## config.mk

```make
export PLATFORM = sky130hd
export DESIGN_NAME = timed_lease_pool_allocator
export DESIGN_NICKNAME = d
export VERILOG_FILES = /design/src/hdl/tlpa_pkg.sv /design/src/hdl/tlpa_ctrl.sv /design/src/hdl/tlpa_dp.sv /design/src/hdl/timed_lease_pool_allocator.sv
export SDC_FILE = /design/constraint.sdc
export NUM_CORES = 1
export LEC_CHECK = 0
export ABC_AREA = 1
export BUFFER_PORTS_ARGS = -buffer_cell sky130_fd_sc_hd__buf_2
export CAP_MARGIN = 5
export CELL_PAD_IN_SITES_DETAIL_PLACEMENT = 0
export CELL_PAD_IN_SITES_GLOBAL_PLACEMENT = 1
export CORE_MARGIN = 4
export CORE_UTILIZATION = 47
export DETAILED_ROUTE_END_ITERATION = 12
export HOLD_SLACK_MARGIN = 0.03
export PLACE_DENSITY_LB_ADDON = 0.1
export REMOVE_ABC_BUFFERS = 1
export SYNTH_ARGS = -nofsm -noshare
export SYNTH_HDL_FRONTEND = slang
export SYNTH_SLANG_ARGS = --single-unit
```

## constraint.sdc

```tcl
create_clock -name clk_i -period 6.4 [get_ports clk_i]
set_clock_uncertainty 0.2 [all_clocks]
set_input_delay 0.32 -clock clk_i [delete_from_list [all_inputs] [get_ports clk_i]]
set_output_delay 0.32 -clock clk_i [all_outputs]
set_load 0.02 [all_outputs]
```

## src/hdl/tlpa_pkg.sv

```systemverilog
// ----------------------------------------------------------------------------
// tlpa_pkg
// Shared sizes, payload types, state and command types for the timed lease
// pool allocator.
// ----------------------------------------------------------------------------
package tlpa_pkg;

  // Pool capacity and time width
  localparam int unsigned POOL_MAX  = 16;
  localparam int unsigned TIME_BITS = 32;

  // Fixed field widths of the channels and the register
  localparam int unsigned FIELD_TIME_BITS = 32;
  localparam int unsigned POOL_CFG_BITS   = 5;
  localparam int unsigned ACTIVE_BITS     = 5;
  localparam int unsigned SERVED_BITS     = 32;

  // Derived sizes
  localparam int unsigned SLOT_BITS = (POOL_MAX > 1) ? $clog2(POOL_MAX) : 1;
  localparam int unsigned CNT_BITS  = $clog2(POOL_MAX + 1);
  localparam int unsigned CAP_BITS  = (CNT_BITS > POOL_CFG_BITS) ? CNT_BITS : POOL_CFG_BITS;

  localparam logic [POOL_CFG_BITS-1:0] POOL_SIZE_RESET = POOL_CFG_BITS'(2);
  localparam logic [SERVED_BITS-1:0]   SERVED_SAT      = '1;

  typedef logic [TIME_BITS-1:0] time_t;

  // Input beat
  typedef struct packed {
    logic [FIELD_TIME_BITS-1:0] start_time;
    logic [FIELD_TIME_BITS-1:0] end_time;
  } tlpa_in_t;

  // Output beat
  typedef struct packed {
    logic                   granted;
    logic [ACTIVE_BITS-1:0] active_leases;
    logic [SERVED_BITS-1:0] served_total;
  } tlpa_out_t;

  // Controller states
  typedef enum logic {
    ST_IDLE,
    ST_ALLOC
  } tlpa_state_e;

  // Controller to datapath commands
  typedef struct packed {
    logic release_exp;  // drop expired leases, capture the request
    logic alloc;        // grant a slot if free, load the output register
  } tlpa_cmd_t;

  // Fit a field time into the internal time width
  function automatic time_t to_time(input logic [FIELD_TIME_BITS-1:0] value);
    logic [TIME_BITS+FIELD_TIME_BITS-1:0] wide;
    wide = {{TIME_BITS{1'b0}}, value};
    return wide[TIME_BITS-1:0];
  endfunction

endpackage

```

## src/hdl/tlpa_ctrl.sv

```systemverilog
// ----------------------------------------------------------------------------
// tlpa_ctrl
// Sequencer: takes one request, runs the release step on the accept edge and
// the allocation step once the output register is free; owns the output valid.
// ----------------------------------------------------------------------------
module tlpa_ctrl (
  input  logic               clk_i,
  input  logic               rst_ni,
  input  logic               in_valid_i,
  output logic               in_stall_o,
  output logic               out_valid_o,
  input  logic               out_stall_i,
  output tlpa_pkg::tlpa_cmd_t cmd_o
);

  tlpa_pkg::tlpa_state_e state_q, state_d;
  logic                  out_valid_q, out_valid_d;
  logic                  out_free;

  // Output register can take a new beat
  assign out_free = !out_valid_q || !out_stall_i;

  // Next state and commands
  always_comb begin
    state_d          = state_q;
    cmd_o            = '0;
    in_stall_o       = 1'b1;
    out_valid_d      = out_valid_q && out_stall_i;
    unique case (state_q)
      tlpa_pkg::ST_IDLE: begin
        in_stall_o = 1'b0;
        if (in_valid_i) begin
          cmd_o.release_exp = 1'b1;
          state_d           = tlpa_pkg::ST_ALLOC;
        end
      end
      tlpa_pkg::ST_ALLOC: begin
        if (out_free) begin
          cmd_o.alloc = 1'b1;
          out_valid_d = 1'b1;
          state_d     = tlpa_pkg::ST_IDLE;
        end
      end
      default: state_d = tlpa_pkg::ST_IDLE;
    endcase
  end

  // State and output valid registers
  always_ff @(posedge clk_i or negedge rst_ni) begin
    if (!rst_ni) begin
      state_q     <= tlpa_pkg::ST_IDLE;
      out_valid_q <= 1'b0;
    end else begin
      state_q     <= state_d;
      out_valid_q <= out_valid_d;
    end
  end

  assign out_valid_o = out_valid_q;

endmodule

```

## src/hdl/tlpa_dp.sv

```systemverilog
// ----------------------------------------------------------------------------
// tlpa_dp
// Datapath: lease slots with end times, pool size register, served counter
// and the output beat register.
// ----------------------------------------------------------------------------
module tlpa_dp (
  input  logic                                   clk_i,
  input  logic                                   rst_ni,
  input  logic                                   cfg_we_i,
  input  logic [tlpa_pkg::POOL_CFG_BITS-1:0]     cfg_data_i,
  input  tlpa_pkg::tlpa_in_t                     in_data_i,
  input  tlpa_pkg::tlpa_cmd_t                    cmd_i,
  output tlpa_pkg::tlpa_out_t                    out_data_o
);

  localparam int unsigned PM = tlpa_pkg::POOL_MAX;

  logic                 [PM-1:0] valid_q, valid_d;
  tlpa_pkg::time_t               lease_end_q [PM];
  tlpa_pkg::time_t               req_end_q;
  tlpa_pkg::time_t               req_start;
  logic [tlpa_pkg::POOL_CFG_BITS-1:0] pool_size_q;
  logic [tlpa_pkg::SERVED_BITS-1:0]   served_q, served_d;
  tlpa_pkg::tlpa_out_t                out_q;

  logic [tlpa_pkg::CNT_BITS-1:0]  active;
  logic [tlpa_pkg::CNT_BITS-1:0]  active_after;
  logic [tlpa_pkg::CAP_BITS-1:0]  cap;
  logic [tlpa_pkg::CAP_BITS-1:0]  pool_ext;
  logic [tlpa_pkg::SLOT_BITS-1:0] free_idx;
  logic                           free_found;
  logic                           grant;

  assign req_start = tlpa_pkg::to_time(in_data_i.start_time);

  // Count held leases after the release step
  always_comb begin
    active = '0;
    for (int i = 0; i < PM; i++) begin
      active = active + tlpa_pkg::CNT_BITS'(valid_q[i]);
    end
  end

  // Find the lowest free slot
  always_comb begin
    free_idx   = '0;
    free_found = 1'b0;
    for (int i = PM - 1; i >= 0; i--) begin
      if (!valid_q[i]) begin
        free_idx   = tlpa_pkg::SLOT_BITS'(i);
        free_found = 1'b1;
      end
    end
  end

  // Clamp pool size to the slot count
  assign pool_ext = tlpa_pkg::CAP_BITS'(pool_size_q);
  assign cap      = (pool_ext > tlpa_pkg::CAP_BITS'(PM)) ? tlpa_pkg::CAP_BITS'(PM) : pool_ext;
  assign grant    = cmd_i.alloc && free_found &&
                    (tlpa_pkg::CAP_BITS'(active) < cap);

  assign active_after = active + tlpa_pkg::CNT_BITS'(grant);
  assign served_d     = (grant && served_q != tlpa_pkg::SERVED_SAT) ?
                        served_q + tlpa_pkg::SERVED_BITS'(1) : served_q;

  // Next valid bits: drop expired leases on release, set the slot on grant
  always_comb begin
    valid_d = valid_q;
    if (cmd_i.release_exp) begin
      for (int i = 0; i < PM; i++) begin
        if (lease_end_q[i] <= req_start) begin
          valid_d[i] = 1'b0;
        end
      end
    end
    if (grant) begin
      valid_d[free_idx] = 1'b1;
    end
  end

  // Control registers
  always_ff @(posedge clk_i or negedge rst_ni) begin
    if (!rst_ni) begin
      valid_q     <= '0;
      served_q    <= '0;
      pool_size_q <= tlpa_pkg::POOL_SIZE_RESET;
    end else begin
      valid_q  <= valid_d;
      served_q <= served_d;
      if (cfg_we_i) begin
        pool_size_q <= cfg_data_i;
      end
    end
  end

  // Payload registers
  always_ff @(posedge clk_i) begin
    if (cmd_i.release_exp) begin
      req_end_q <= tlpa_pkg::to_time(in_data_i.end_time);
    end
    if (grant) begin
      lease_end_q[free_idx] <= req_end_q;
    end
    if (cmd_i.alloc) begin
      out_q.granted       <= grant;
      out_q.active_leases <= tlpa_pkg::ACTIVE_BITS'(active_after);
      out_q.served_total  <= served_d;
    end
  end

  assign out_data_o = out_q;

endmodule

```

## src/hdl/timed_lease_pool_allocator.sv

```systemverilog
// ----------------------------------------------------------------------------
// timed_lease_pool_allocator
// Hands out a pool of identical resources as timed leases.
// ----------------------------------------------------------------------------
// Usage:
//   Request channel (in_valid_i / in_stall_o / in_data_i) carries a start and
//   an end time. On the accept edge every held lease ending at or before the
//   start is dropped; once the output register is free, the lowest free slot
//   is leased if fewer than pool_size are held, and the result beat is loaded.
//   Result channel (out_valid_o / out_stall_i / out_data_o) returns the grant
//   flag, the leases held afterward and the saturating served count.
//   Requests: a new request is accepted only after the allocate step of the
//   current one; the sequencer runs release, then allocate.
//   Stall: a waiting result sits in the output register while the next
//   request is accepted and released; allocation holds until that register
//   frees, and the request side stalls meanwhile.
//   Reset: all leases free, served count zero, pool_size 2. No clearing pass.
//   cfg_we_i writes pool_size; the user must do so only while the block is
//   idle, which the block does not enforce. Values above the slot count act
//   as the slot count.
module timed_lease_pool_allocator (
  input  logic                               clk_i,
  input  logic                               rst_ni,
  input  logic                               cfg_we_i,
  input  logic [tlpa_pkg::POOL_CFG_BITS-1:0] cfg_data_i,
  input  logic                               in_valid_i,
  output logic                               in_stall_o,
  input  tlpa_pkg::tlpa_in_t                 in_data_i,
  output logic                               out_valid_o,
  input  logic                               out_stall_i,
  output tlpa_pkg::tlpa_out_t                out_data_o
);

  tlpa_pkg::tlpa_cmd_t cmd;

  // Sequencer
  tlpa_ctrl u_ctrl (
    .clk_i       (clk_i),
    .rst_ni      (rst_ni),
    .in_valid_i  (in_valid_i),
    .in_stall_o  (in_stall_o),
    .out_valid_o (out_valid_o),
    .out_stall_i (out_stall_i),
    .cmd_o       (cmd)
  );

  // Lease slots and counters
  tlpa_dp u_dp (
    .clk_i      (clk_i),
    .rst_ni     (rst_ni),
    .cfg_we_i   (cfg_we_i),
    .cfg_data_i (cfg_data_i),
    .in_data_i  (in_data_i),
    .cmd_i      (cmd),
    .out_data_o (out_data_o)
  );

endmodule

```

After elaboration in Yosys (flattened, before gate mapping)

Memories as Yosys holds them, arrays and structs flattened.
Cells that the tools add are included.

Add/sub/neg operators: 17
Order comparisons: 20
Equality and inequality tests: 1
Muxes and demuxes: 65
Bitwise logic cells: 2
Reduce and logical (&&, ||, !) cells: 8

Operators by type and width:

| kind                    | count |
|---|---|
| $le A32 B32 Y1          | 16 |
| $add A5 B1 Y5           | 15 |
| $mux W4                 | 16 |
| $mux W1                 | 43 |
| $add A32 B1 Y32 const B | 1 |
| $mux W16                | 2 |
| $mux W32                | 1 |
| $ne A32 B32 Y1 const B  | 1 |
| $or A16 B16 Y16         | 1 |
| $gt A5 B5 Y1 const B    | 1 |
| $logic_and A1 B1 Y1     | 5 |
| $lt A4 B5 Y1 const B    | 1 |
| $lt A5 B5 Y1            | 1 |
| $mux W5                 | 1 |
| $demux W1 S4            | 1 |
| $ge A4 B1 Y1 const B    | 1 |
| $add A1 B1 Y2           | 1 |
| $logic_not A1 Y1        | 2 |
| $pmux W1 S2             | 1 |
| $logic_or A1 B1 Y1      | 1 |
| $not A1 Y1              | 1 |

Register bits after elaboration: 125
RAM bits: 512
Input port bits: 74
Output and inout bits: 40
Word-level logic and storage cells: 123
Memories kept: 1

Memories:

| memory           | depth | width | rd ports | clocked after memory_dff | wr ports | line          | source |
|---|---|---|---|---|---|---|---|
| u_dp.lease_end_q | 16    | 32    | 16       | 0                        | 1        | tlpa_dp.sv:19 | `tlpa_pkg::time_t lease_end_q [PM];` |

Logic depth before layout (Yosys ltp)

Gate-level depths: netlist of run 1.

Depth in word-level cells: 22
Mapped depth: 25
Depth with buffers taken out: 24

By module

Synthesis of run 1 repeated with hierarchy kept, for this count alone.

Cell total of the unflattened synthesis: 2666
Area total of the unflattened synthesis: 32466.1 sq um

Modules (own cells, without submodules):

| module    | times used | cells each | area each (sq um) | seq. area each (sq um) |
|---|---|---|---|---|
| tlpa_dp   | 1          | 2656       | 32383.6           | 18804.3 |
| tlpa_ctrl | 1          | 10         | 82.6              | 50.0 |

Worst setup path after synthesis of run 1

Ideal clock, no wire load.

Path type: flip-flop to flip-flop
From: register u_dp.valid_q[0]
To: memory u_dp.lease_end_q[0][0] in the netlist's numbering, enable pin
Library setup time: 421 ps
Arrival time: 6157 ps
Required time: 5779 ps
Slack: -379 ps
Stages on the path, launching flop included: 22
Path buffers: 0
Period minus slack after synthesis: 6779 ps
Cells stage by stage: dfrtp_1 > ha_1 > inv_1 > fa_1 > fa_1 > fa_1 > fa_1 > fa_1 > inv_1 > fa_1 > nand2_1 > inv_2 > o21ai_0 > inv_1 > ha_1 > a21oi_1 > nand2_1 > a31oi_1 > nand3_1 > nor2_1 > inv_1 > nor2_1

Cells in the longest elaborated chain, start to end: 19
Elaborated cells on any way between the ends: 22
Classes of those cells: 15 x add/sub; 1 x order compare; 4 x mux; 2 x reduce/logical

RTL lines:

| element                       | line           | source |
|---|---|---|
| start: declaration            | tlpa_dp.sv:18  | `logic [PM-1:0] valid_q, valid_d;` |
| start signal: assignment      | tlpa_dp.sv:88  | `valid_q <= valid_d;` |
| $add A1 B1 Y2                 | tlpa_dp.sv:40  | `active = active + tlpa_pkg::CNT_BITS'(valid_q[i]);` |
| $add A5 B1 Y5 (14 in a row)   | tlpa_dp.sv:40  |  |
| $lt A5 B5 Y1                  | tlpa_dp.sv:60  | `(tlpa_pkg::CAP_BITS'(active) < cap);` |
| $logic_and A1 B1 Y1           | tlpa_dp.sv:59  | `assign grant = cmd_i.alloc && free_found &&` |
| $mux W1                       | tlpa_dp.sv:101 | `if (grant) begin` |
| $mux W1 (implied by the code) | tlpa_dp.sv:102 | `lease_end_q[free_idx] <= req_end_q;` |
| end: declaration              | tlpa_dp.sv:19  |  |

Several ways; a longest one is shown, not always the timed one.

Worst setup path after layout of run 1

From: register u_dp.valid_q[1]
To: memory u_dp.lease_end_q[0][24] in the netlist's numbering, enable pin

The elaborated chain is that of the path after synthesis.

==> reports/results.ini, run 1 <==
[logic_synthesis]
synth_area_mm2 = 0.0324
yosysTopAreaCell = edfxtp_1
synth_area_per_cell_um2 = 12.4
ys_seq_elements = 637
yosysWarnings = 0
postSynthCellCount = 2615
seq_area_frac_synth_pct = 58.1
yosys-top-cells-area = edfxtp_1, ha_1, nand2_1
ys_types = 43
synth_top_area_share_pct = 53.9

[clocking]
root_buffer = clkbuf_16
clock_latency_ps = 610
h-tree-depth = 3
clkSinkCount = 637
clk_pin_slew_ps = 60
cts_buffer_depth = 3
cts_setup_buffers = 0
cts_made_buffers = 74
cts_tree = built

[power_and_ir_drop]
finalPower_mw = 10.4
leakagePower_nw = 15.6
power_density_mw_per_mm2 = 277
peakVddDrop_uv = 238

[critical_path]
crit_arrival_ps = 6210
critPathMaxFanout = 16
worst_setup_path_start_kind = flop
cp.required_ps = 6520
cp-end-kind = flop
worst-setup-path-type = flop to flop

[global_routing]
grt_pass1_wl_mm = 134
grt_pass1_vias = 21800
grt-ovfl-total = 0
grt_antenna_before_repair = 1
grt_usage_pct = 24.5
grt_max_degree = 56

[die]
start_util_pct = 47.4
row_count = 96
io_pins = 114
die_w_um = 271
dieArea_mm2 = 0.0733
fp.coreArea_mm2 = 0.0685
die_h_um = 271

[routing]
ant_nets = 0
dr.pass1.iters = 5
via_count = 21600
drc = 0
drtIter0Drc = 1461
route.met2.wl_mm = 42.7
met3_length_mm = 4.70
drt-total-wl_mm = 90.2
wl_met1_mm = 40.3
highest_layer = met5
wire_per_inst_um = 23.5
via_per_inst = 5.61

[hold_path]
hold_class = input port to flop

[finish]
num_antenna_cells = 0
fin_util_pct = 55.0
syn_to_final_growth_pct = 16.0
nFillCells = 5733
final_nets = 3512
drive_above_1_share_pct = 10.8

[sta]
max_freq_ghz = 0.164
slew_viol_final = 0
setup-tns-final_ps = 0
fin_crit_sh_pct = 95.2
post-route-min-period_ps = 6090
relSlewSlack_pct = 19.5
rsz0062_at_grt = no
holdWs_ps = 215
setup_viol = 0
hold_viol = 0
worst_pin_slew_ps = 1210

[place]
gp_congestion = 0.843
io_buffer_count = 113
hpwlAfterDp_mm = 58.4

[outcome]
status = finished, final reports clean

[flow_run]
cap_violations = 0

## stage by stage
step | instance area [um^2] | cells | setup slack [ps]
floorplan | 32400 | 2608 | -379
global placement | 34800 | 3660 | 299
detailed placement | 34800 | 3660 | 248
CTS | 37600 | 3844 | 220
global route | 37600 | 3844 | 19.7
finish | 37600 | 3844 | 308
## worst paths after layout
path | slack [ps] | to | startpoint | cells past startpoint
max in group asynchronous | 5210 | u_dp.valid_q[13] | rst_ni | 3
worst max register to register | 310 | u_dp.lease_end_q[0][24] | u_dp.valid_q[1] | 23
worst max-delay path | 310 | u_dp.lease_end_q[0][24] | u_dp.valid_q[1] | 23
worst min register to register | 320 | u_dp.served_q[30] | u_dp.served_q[30] | 1
min in group asynchronous | 220 | u_dp.served_q[13] | rst_ni | 3
worst min-delay path | 210 | u_dp.req_end_q[13] | in_data_i[13] | 2
## Yosys cell counts
cell type and instances:
a21boi_0 1, a21oi_1 289, a21oi_2 1, a21oi_4 1, a31oi_1 2, and2_1 1, and3_1 1, buf_2 2
buf_4 1, buf_6 1, buf_8 1, clkbuf_1 2, clkinv_1 1, dfrtp_1 54, dfstp_2 1, edfxtp_1 582
fa_1 10, ha_1 523, inv_1 199, inv_2 11, nand2_1 460, nand2_2 8, nand2_4 1, nand3_1 50
nand3_2 2, nand3b_1 2, nand4_1 70, nor2_1 72, nor2_2 9, nor2_4 2, nor3_1 33, nor3_2 4
nor4_1 24, nor4_4 1, o211ai_1 9, o21a_1 28, o21ai_0 102, o21ai_1 2, o221ai_1 18, o22ai_1 1
or2_1 1, xnor2_1 11, xor2_1 21
## per-layer routing
layer  GRT usage, %  vias to the layer above
met5              0                        -
met4           6.56                        2
met3           3.20                      144
met2           41.1                      560
met1           34.0                    10600
li1               -                    10200
## cell usage in the layout (no fill, tap or decap), types with 9 or more instances in the layout
master / count
ha_1: 523
o21ai_0: 101
buf_4: 37
o21a_1: 28
nand2_1: 460
clkinv_1: 10
clkinv_2: 13
inv_1: 198
nand4_1: 70
dfrtp_1: 54
xor2_1: 21
nor3_1: 33
fa_1: 10
nor4_1: 22
clkbuf_1: 21
buf_12: 20
buf_2: 113
clkbuf_16: 75
xnor2_1: 11
inv_2: 13
o211ai_1: 9
dlygate4sd3_1: 51
edfxtp_1: 582
a21oi_1: 289
nand3_1: 50
o221ai_1: 18
nor2_1: 70
## flip-flops by register name (all words and copies together) (netlist names)
name	count
u_ctrl.state_q	1
u_dp.req_end_q	32
u_dp.valid_q	16
u_dp.pool_ext	5
u_dp.lease_end_q	512
u_dp.out_data_o	38
u_dp.served_q	32
u_ctrl.out_valid_o	1
## layout make-up
class	instances	area, um^2	area share (%)
inverters	211	792	2.10
clock inverters	37	393	1.04
clock buffers	96	1960	5.20
multi-input cells	1760	12800	34.0
repair buffers	221	1750	4.66
flip-flops and latches	637	18900	50.1
well taps	882	1100	2.93
## cell families after synthesis
logic type,share of synthesized area [%]
flip-flops,58.1
XOR/XNOR,0.864
AO/OA/AOI/OAI,7.57
buffers and inverters,2.60
adder cells (fa/ha/maj),20.8
AND/OR/NAND/NOR,10.0
## where the power goes
| part | total [mW] | internal, mW | switching (mW) |
|---|---|---|---|
| clock | 4.14 | 2.48 | 1.66 |
| combinational | 1.27 | 0.449 | 0.825 |
| sequential | 5.02 | 4.80 | 0.215 |
## critical path: stages, from the launching register on
cell     delay (ps)
dfrtp_1         430
ha_1            290
inv_1            40
fa_1            460
fa_1            540
fa_1            450
fa_1            510
fa_1            160
inv_1            60
fa_1            380
nand2_1          90
inv_2            40
o21ai_1         170
inv_1            70
ha_1            310
a21oi_1         160
nand2_1          80
a31oi_1         220
buf_4           160
nand3_1         130
nor2_1          220
inv_1           180
nor2_4          230
buf_12          190
## repair_timing
action / 4_1_cts / 5_1_grt
endpoints found under the setup margin: 0 / 160
resized for setup: 0 / 2
hold buffers: 51 / 0
hold endpoints to repair: 93 / 0
(Power assumes the default switching activity.)
==> run 2: changes to the inputs <==
--- a/config.mk
+++ b/config.mk
@@ -6,13 +6,13 @@
 export NUM_CORES = 1
 export LEC_CHECK = 0
 export ABC_AREA = 1
-export BUFFER_PORTS_ARGS = -buffer_cell sky130_fd_sc_hd__buf_2
 export CAP_MARGIN = 5
 export CELL_PAD_IN_SITES_DETAIL_PLACEMENT = 0
 export CELL_PAD_IN_SITES_GLOBAL_PLACEMENT = 1
 export CORE_MARGIN = 4
-export CORE_UTILIZATION = 47
+export CORE_UTILIZATION = 48
 export DETAILED_ROUTE_END_ITERATION = 12
+export DONT_BUFFER_PORTS = 1
 export HOLD_SLACK_MARGIN = 0.03
 export PLACE_DENSITY_LB_ADDON = 0.1
 export REMOVE_ABC_BUFFERS = 1
==> reports/results.ini, run 2 (synthesis gave the netlist of run 1 again) <==
[power_and_ir_drop]
power.switching_mw = 2.69  ; -0.64%
power_density_mw_per_mm2 = 281  ; +1.5%
pwr-share-comb_pct = 10.9  ; -1.3 points
leakagePower_nw = 15.2  ; -2.8%
peakVddDrop_uv = 223  ; -6.5%
seq_power_share_pct = 48.7  ; +0.6 points
clkPwrFrac_pct = 40.3  ; +0.6 points
switching_share_pct = 25.8  ; -0.15 points
internal-power_mw = 7.74  ; +0.14%

[die]
die_h_um = 268  ; -1.0%
dieArea_mm2 = 0.0718  ; -2.0%
die_w_um = 268  ; -1.0%
fp.coreArea_mm2 = 0.0670  ; -2.1%
row_count = 95  ; -1.0%
io_pins = 114  ; unchanged
start_util_pct = 48.4  ; +1.0 points

[critical_path]
cp.required_ps = 6510  ; about the same
cp-end-kind = flop
worst-setup-path-type = flop to flop
worst_setup_path_start_kind = flop
crit_arrival_ps = 6220  ; about the same
critPathMaxFanout = 16  ; unchanged

[global_routing]
grt_util_met1_pct = 35.5  ; +1.5 points
grt_busiest_layer = met2
grt_pass1_vias = 21500  ; -1.2%
grt_pass1_wl_mm = 134  ; -0.13%
grt_antenna_before_repair = 1  ; unchanged
use_met3_pct = 3.76  ; +0.56 points
grt_max_degree = 56  ; unchanged
grt-ovfl-total = 0  ; unchanged
globalRouteMet2Util_pct = 41.6  ; +0.49 points
grt_usage_pct = 25.5  ; +0.96 points

[finish]
mostFrequentLayoutCell = edfxtp_1
largest_reg_flops = 512  ; unchanged
num_antenna_cells = 0  ; unchanged
drive_above_1_share_pct = 7.60  ; -3.2 points
final_nets = 3393  ; -3.4%
nFillCells = 5596  ; -2.4%
final_cell_mix = edfxtp_1, ha_1, nand2_1
regArea_mm2 = 0.0189  ; unchanged
largest_register = u_dp.lease_end_q
fin_util_pct = 55.3  ; +0.31 points
syn_to_final_growth_pct = 14.3
multi_input_area_mm2 = 0.0128  ; +0.15%

[sta]
hold_viol = 0  ; unchanged
setup_viol = 0  ; unchanged
post-route-min-period_ps = 6110  ; +21.2 ps
slew_viol_final = 0  ; unchanged
rsz0062_at_grt = yes
worst_pin_slew_ps = 1280  ; +69.5 ps
setup-tns-final_ps = 0  ; unchanged
relSlewSlack_pct = 14.8  ; -4.6 points
max_freq_ghz = 0.164  ; -0.35%
setup_ws_ps = 287  ; -21.2 ps
fin_crit_sh_pct = 95.5  ; +0.33 points

[routing]
drc = 0  ; unchanged
wire_per_inst_um = 24.4  ; +4.0%
dr.pass1.iters = 5  ; unchanged
drtIter0Drc = 1629  ; +11%
ant_nets = 0  ; unchanged
via_count = 21200  ; -1.8%
via_per_inst = 5.70  ; +1.6%
drt-total-wl_mm = 90.6  ; +0.50%

[place]
place_ws_ps = 239  ; -9.33 ps
hpwlAfterDp_mm = 57.6  ; -1.4%
gp_congestion = 0.831  ; -1.4%
io_buffer_count = 0  ; -100%

[clocking]
cts_buffer_depth = 3  ; unchanged
cts_setup_buffers = 0  ; unchanged
clkSinkCount = 637  ; unchanged
cts_tree = built
h-tree-depth = 3  ; unchanged
clk_pin_slew_ps = 60  ; about the same
cts_made_buffers = 73  ; -1.4%
clock_latency_ps = 610  ; about the same
root_buffer = clkbuf_16

[flow_run]
cap_violations = 0  ; unchanged

[hold_path]
hold_class = input port to asynchronous set/reset pin

[outcome]
status = finished, final reports clean

run 2: per-stage QoR:
stage,instances,total power [mW],hold slack (ps),area [um^2]
after global routing,3715,10.9,72.3,37100
after detailed placement,3542,6.28,-174,34200
after global placement,3542,6.24,-174,34200
after floorplan,2608,5.75,-176,32400
after CTS,3715,10.5,44.7,37000
final,3715,10.4,68.1,37100
run 2: area by class of cell:
type	instances	share of cell area (%)
sequential	637	50.9
multi-input combinational	1760	34.5
clock buffer	97	5.45
timing repair buffer	103	3.03
tap	873	2.95
inverter	211	2.14
clock inverter	34	1.02
run 2: worst paths after layout:
check,start,end,slack [ps],depth (start not counted)
max in group asynchronous,rst_ni,u_dp.pool_ext[1],5620,2
hold reg to reg,u_dp.served_q[4],u_dp.served_q[4],320,1
setup reg to reg,u_dp.valid_q[1],u_dp.lease_end_q[5][29],290,22
min in group clk_i,out_stall_i,u_dp.out_data_o[24],80,2
setup / recovery,u_dp.valid_q[1],u_dp.lease_end_q[5][29],290,22
hold / removal,rst_ni,u_dp.served_q[8],70,2
run 2: what timing repair did:
item,in CTS,in global routing
hold buffers,42,0
endpoints found under the setup margin,0,495
resized for setup,0,4
endpoints found under the hold margin,94,0
run 2: power groups by stage:
stage | clock network (mW) | logic (mW) | registers [mW]
floorplan | 0 | 0.713 | 5.03
global placement | 0 | 1.07 | 5.17
detailed placement | 0 | 1.11 | 5.17
CTS | 4.29 | 1.15 | 5.09
global route | 4.46 | 1.30 | 5.10
finish | 4.20 | 1.14 | 5.08
run 2: worst max-delay path, stage by stage, from the launching register on:
cell and delay, ps:
dfrtp_1 430, ha_1 290, inv_1 50, fa_1 460, fa_1 540, fa_1 450, fa_1 520, fa_1 180
inv_1 60, fa_1 380, nand2_1 90, inv_2 40, o21ai_0 210, inv_1 80, ha_1 310, a21oi_1 150
nand2_1 90, a31oi_2 230, nand3b_1 140, nor2_1 290, nand4_1 180, inv_1 250, buf_12 200
run 2: metal layers:
| layer | part of all wire (%) | wire (um) |
|---|---|---|
| met4 | 3.2 | 2930 |
| met3 | 4.9 | 4450 |
| met5 | 0 | 0 |
| met1 | 46 | 41500 |
| met2 | 46 | 41800 |
